**src/design/uartq_ram.sv**
```systemverilog
// Generic single-write, single-read RAM with a registered read port.
`timescale 1ns / 1ps
module uartq_ram #(
  parameter int WIDTH = 8,
  parameter int DEPTH = 64
) (
  input  logic                     clk_i,
  input  logic                     we_i,
  input  logic [$clog2(DEPTH)-1:0] waddr_i,
  input  logic [WIDTH-1:0]         wdata_i,
  input  logic                     re_i,
  input  logic [$clog2(DEPTH)-1:0] raddr_i,
  output logic [WIDTH-1:0]         rdata_o
);

  logic [WIDTH-1:0] mem_q [DEPTH];
  logic [WIDTH-1:0] rdata_q;

  always_ff @(posedge clk_i) begin
    if (we_i) begin
      mem_q[waddr_i] <= wdata_i;
    end
    if (re_i) begin
      rdata_q <= mem_q[raddr_i];
    end
  end

  assign rdata_o = rdata_q;

endmodule

```
**config.mk**
```make
export PLATFORM = sky130hd
export DESIGN_NAME = uartq_ram
export DESIGN_NICKNAME = d
export VERILOG_FILES = /design/src/design/uartq_ram.sv
export SDC_FILE = /design/constraint.sdc
export NUM_CORES = 1
export LEC_CHECK = 0
export BUFFER_PORTS_ARGS = -buffer_cell sky130_fd_sc_hd__buf_2
export CAP_MARGIN = 20
export CORE_MARGIN = 4
export CORE_UTILIZATION = 52
export CTS_BUF_LIST = sky130_fd_sc_hd__clkbuf_8
export DETAILED_ROUTE_END_ITERATION = 8
export PLACE_DENSITY_LB_ADDON = 0.3
export SETUP_SLACK_MARGIN = 0.02
export SYNTH_ARGS = -nofsm -noshare
export SYNTH_HDL_FRONTEND = slang
export SYNTH_SLANG_ARGS = --single-unit
export TNS_END_PERCENT = 5
```
**constraint.sdc**
```tcl
create_clock -name clk_i -period 2.8 [get_ports clk_i]
set_input_delay 0.28 -clock clk_i [delete_from_list [all_inputs] [get_ports clk_i]]
set_output_delay 0.28 -clock clk_i [all_outputs]
set_load 0.02 [all_outputs]
```
After elaboration in Yosys (flattened, before gate mapping):

Memories as Yosys holds them, arrays and structs flattened. A register that Yosys moved wholly into a read port is not among the register bits.
Index checks and enable logic that the tools add are counted.
Widths: inputs -> output; s select.

* mux-type cells: 2

Operators with widths (count)
* $mux 1: 2

* output and inout bits: 8
* bits in writable memories: 512
* memories: 1
* word-level logic and storage cells: 3
* flip-flop bits (word level): 0

Memory list
* mem_q: words 64, width 8, read ports 1, clocked after Yosys merged registers in 1, write ports 1, RTL line 16 `logic [WIDTH-1:0] mem_q [DEPTH];`

Longest topological paths before layout:

* depth after elaboration: 2
* depth in mapped cells: 9
* mapped depth without buffers: 5

Least setup slack after synthesis:

OpenSTA, ideal clock, no wires.

* kind: in2reg
* start point: input raddr_i[1]
* end point: register rdata_q[3], in the netlist rdata_o[3], read port of mem_q, data pin
* cell stages on the path: 7
* setup slack: 0.714 ns
* data required time: 2.534 ns
* arrival time: 1.820 ns
* library setup time: 0.266 ns
* path through: buf_4 > buf_2 > buf_2 > mux4_2 > mux4_2 > o21ai_1 > o41ai_1

RTL lines
* start: declaration: RTL line 12 `input logic [$clog2(DEPTH)-1:0] raddr_i,`
* end: declaration: RTL line 17 `logic [WIDTH-1:0] rdata_q;`

==> out/metrics.csv <==
stage,metric,value,unit
run_status,status,finished clean,
floorplanning,Die Area,42200,um2
power,VDD IR max,436,uV
setup_path,WP data required,3.13,ns
clock_tree,# Post-CTS Setup Buffers,0,
sta,fmax,441,MHz
setup_path,startpoint class of the critical path,flop,
setup_path,worst r2r src,mem_q[47][1]$_DFFE_PP_,
cells_and_area,"most common cell after layout, fill and taps aside",edfxtp_1,
flow_run,Max-Cap Viols,0,
sta,Relative slew margins,49.1,%
clock_tree,clock slew at reported path FFs,0.06,ns
routing,Antenna Nets Post-Route,0,
hold_path,Hold Path Class,input pin to flop,
clock_tree,Root Driver,clkbuf_8,
sta,fin. max-slew vios,0,
routing,DRT iter0 DRCs,1108,
cells_and_area,post-layout util,60.2,%
clock_tree,H-tree depth,3,
setup_path,crit path DAT,2.59,ns
global_route,vias in the first global route,10300,
hold_path,Hold EP,mem_q[35][3]$_DFFE_PP_,
cells_and_area,Filler cells,2788,
cells_and_area,area of the multi-input gates,4320,um2
setup_path,register-to-register path setup slack,0.53,ns
sta,final hold vios,0,
global_route,initial antenna violation count,4,
sta,final worst slack,0.534,ns
power,power density over the cells,668,nW/um2
place,GPL Wtd Cong,0.831,
global_route,grt total ovfl,0,
setup_path,CP top delay family,multiplexers,
clock_tree,worst-skew pair later-pin latency,0.62,ns
routing,WL met1,18000,um
setup_path,worst reg2reg endpoint,rdata_o[1]$_DFFE_PP_,
setup_path,crit-path max cell delay,0.65,ns
setup_path,worst path cell trace,mux4_2 -> mux2_2 -> a221oi_1 -> o2bb2ai_1,
clock_tree,Num CTS Buffers,81,
sta,Worst-Margin Slew,0.758,ns
floorplanning,Core Footprint,38600,um2
yosys,main flop type after synthesis,edfxtp_1,
routing,via count,10000,
setup_path,CP max FO,1,
sta,post-layout min period,2.27,ns
place,dpl ws,0.135,ns
routing,highest routed layer,met5,
setup_path,cell count of the worst reg-to-reg path,4,
routing,drt via density,5.93,
place,IO Port Bufs,30,
clock_tree,CTS tree,yes,
sta,clock skew,0.0281,ns
routing,drt total wl,44000,um
cells_and_area,Sequential Area,15600,um2
floorplanning,DIE WIDTH,205,um
yosys,Cells after Synth,940,
place,DP HPWL,27900,um
cells_and_area,area grow syn2layout,14.7,%
routing,TritonRoute pass-1 iters,5,
global_route,Tot GR Track Use,21.5,%
hold_path,worst hold stages,1,
yosys,leading area contributor after synthesis,edfxtp_1,
yosys,"EDFF count, synth",520,
cells_and_area,share of layout cells above drive strength 1,32.4,%
yosys,Synth async-reset ratio,0,%
clock_tree,CTS sink cnt,520,
cells_and_area,Final #Nets,1135,
routing,WL met2,21200,um
setup_path,slowest CP cell,a221oi_1,
yosys,Synth Area per Inst,21.5,um2
setup_path,Setup CP Type,flop to flop,
clock_tree,clock buffer depth,3,
floorplanning,Initial Util,52.5,%
floorplanning,Die Span Y,205,um
yosys,post-synthesis cell type count,39,
floorplanning,FP Rows,72,
sta,Setup-failing EPs final,0,
sta,RSZ-0062 raised after global routing,false,
setup_path,crit end category,flop,
setup_path,CP Buf/Inv Count,0,
yosys,Area contributors post-synth,"edfxtp_1, mux4_2, nor2_1",
yosys,Syn Std Cell Area,20200,um2
routing,WL per Instance,26.1,um
sta,period utilisation layout,80.9,%
clock_tree,post-cts repair resize count,0,
power,leak pwr,7.56,nW
cells_and_area,most frequent cells in the layout,"edfxtp_1, mux4_2, buf_4, clkbuf_8, nor2_1",
yosys,Syn Nets,963,
global_route,first-pass GRT wire length,66200,um
hold_path,hold path startpoint,wdata_i[3],
routing,# DRC,0,
yosys,"FF+latch count, synth",520,
routing,met3 wire len,3470,um
floorplanning,I/O pin cnt,31,
yosys,Synth top area share,77.1,%
yosys,YS warnings,0,
yosys,sequential area share after synthesis,77.1,%
global_route,largest net degree at the start of global routing,65,
sta,setup TNS,0,ns
[final cells by class]
cell class              count  share of cell area (%)
diodes                      1                  0.0108
clock buffers              85                    5.04
clock inverters            56                    1.55
multi-input cells         369                    18.6
flip-flops and latches    520                    67.2
well taps                 518                    2.79
repair buffers            140                    4.82
[cells by family after synthesis]
| group | Yosys count | share of synthesized area [%] |
|---|---|---|
| DFF | 520 | 77.1 |
| muxes | 162 | 15.9 |
| buffers and inverters | 51 | 1.56 |
| AOI/OAI and AO/OA | 54 | 2.06 |
| and+or+nand+nor | 153 | 3.37 |
[metal layers]
metal  up-vias  track usage (%)
li1       4285                -
met1      5207             31.0
met2       429             32.9
met3        85             4.60
met4         6             8.13
met5         -                0
[stage by stage]
stage	hold slack, ns	cell area, um2	total power (W)	std cells
after global placement	0.622	21700	0.00964	1544
after detailed placement	0.626	21700	0.00966	1544
final	0.0570	23200	0.0155	1689
after CTS	0.0952	23200	0.0157	1687
after global routing	0.0435	23200	0.0161	1689
after floorplan	0.379	20200	0.00928	940
[power by group]
group | switching (W) | total (W) | internal [W] | leakage (nW)
clock network | 0.00277 | 0.00603 | 0.00326 | 0.868
logic | 0.000498 | 0.000833 | 0.000334 | 2.01
registers | 0.0000240 | 0.00866 | 0.00864 | 4.69
[Yosys cell counts, drive strengths merged, types with 8 or more instances]
master,n
edfxtp,520
nand3,13
buf,34
nor2,83
mux4,126
mux2i,23
nand2,19
mux2,13
o221ai,8
o22ai,8
nor2b,14
clkbuf,17
[worst reg2reg max path: stages (launching register included)]
cell and delay [ns]:
edfxtp_1 0.35, mux4_2 0.52, mux2_2 0.30, a221oi_1 0.65
o2bb2ai_1 0.16
[registers in the layout (all words and copies together), names as in the netlist]
| register | count |
|---|---|
| mem_q | 512 |
| rdata_o | 8 |
[worst max path at each step]
stage	slack, ns	endpoint	start	cells past startpoint
after floorplan	0.71	rdata_o[3]$_DFFE_PP_	raddr_i[1]	7
after global placement	0.15	rdata_o[1]$_DFFE_PP_	raddr_i[1]	5
after detailed placement	0.14	rdata_o[1]$_DFFE_PP_	raddr_i[1]	5
after CTS	0.49	rdata_o[1]$_DFFE_PP_	mem_q[45][1]$_DFFE_PP_	4
after global routing	0.48	rdata_o[1]$_DFFE_PP_	mem_q[45][1]$_DFFE_PP_	4
final	0.53	rdata_o[1]$_DFFE_PP_	mem_q[47][1]$_DFFE_PP_	4
[timing repair]
| item | CTS | global route |
|---|---|---|
| hold endpoints to repair | 8 | 0 |
| hold buffers | 2 | 0 |
| setup endpoints to repair | 0 | 0 |
Power figures use the tool's default switching activity.
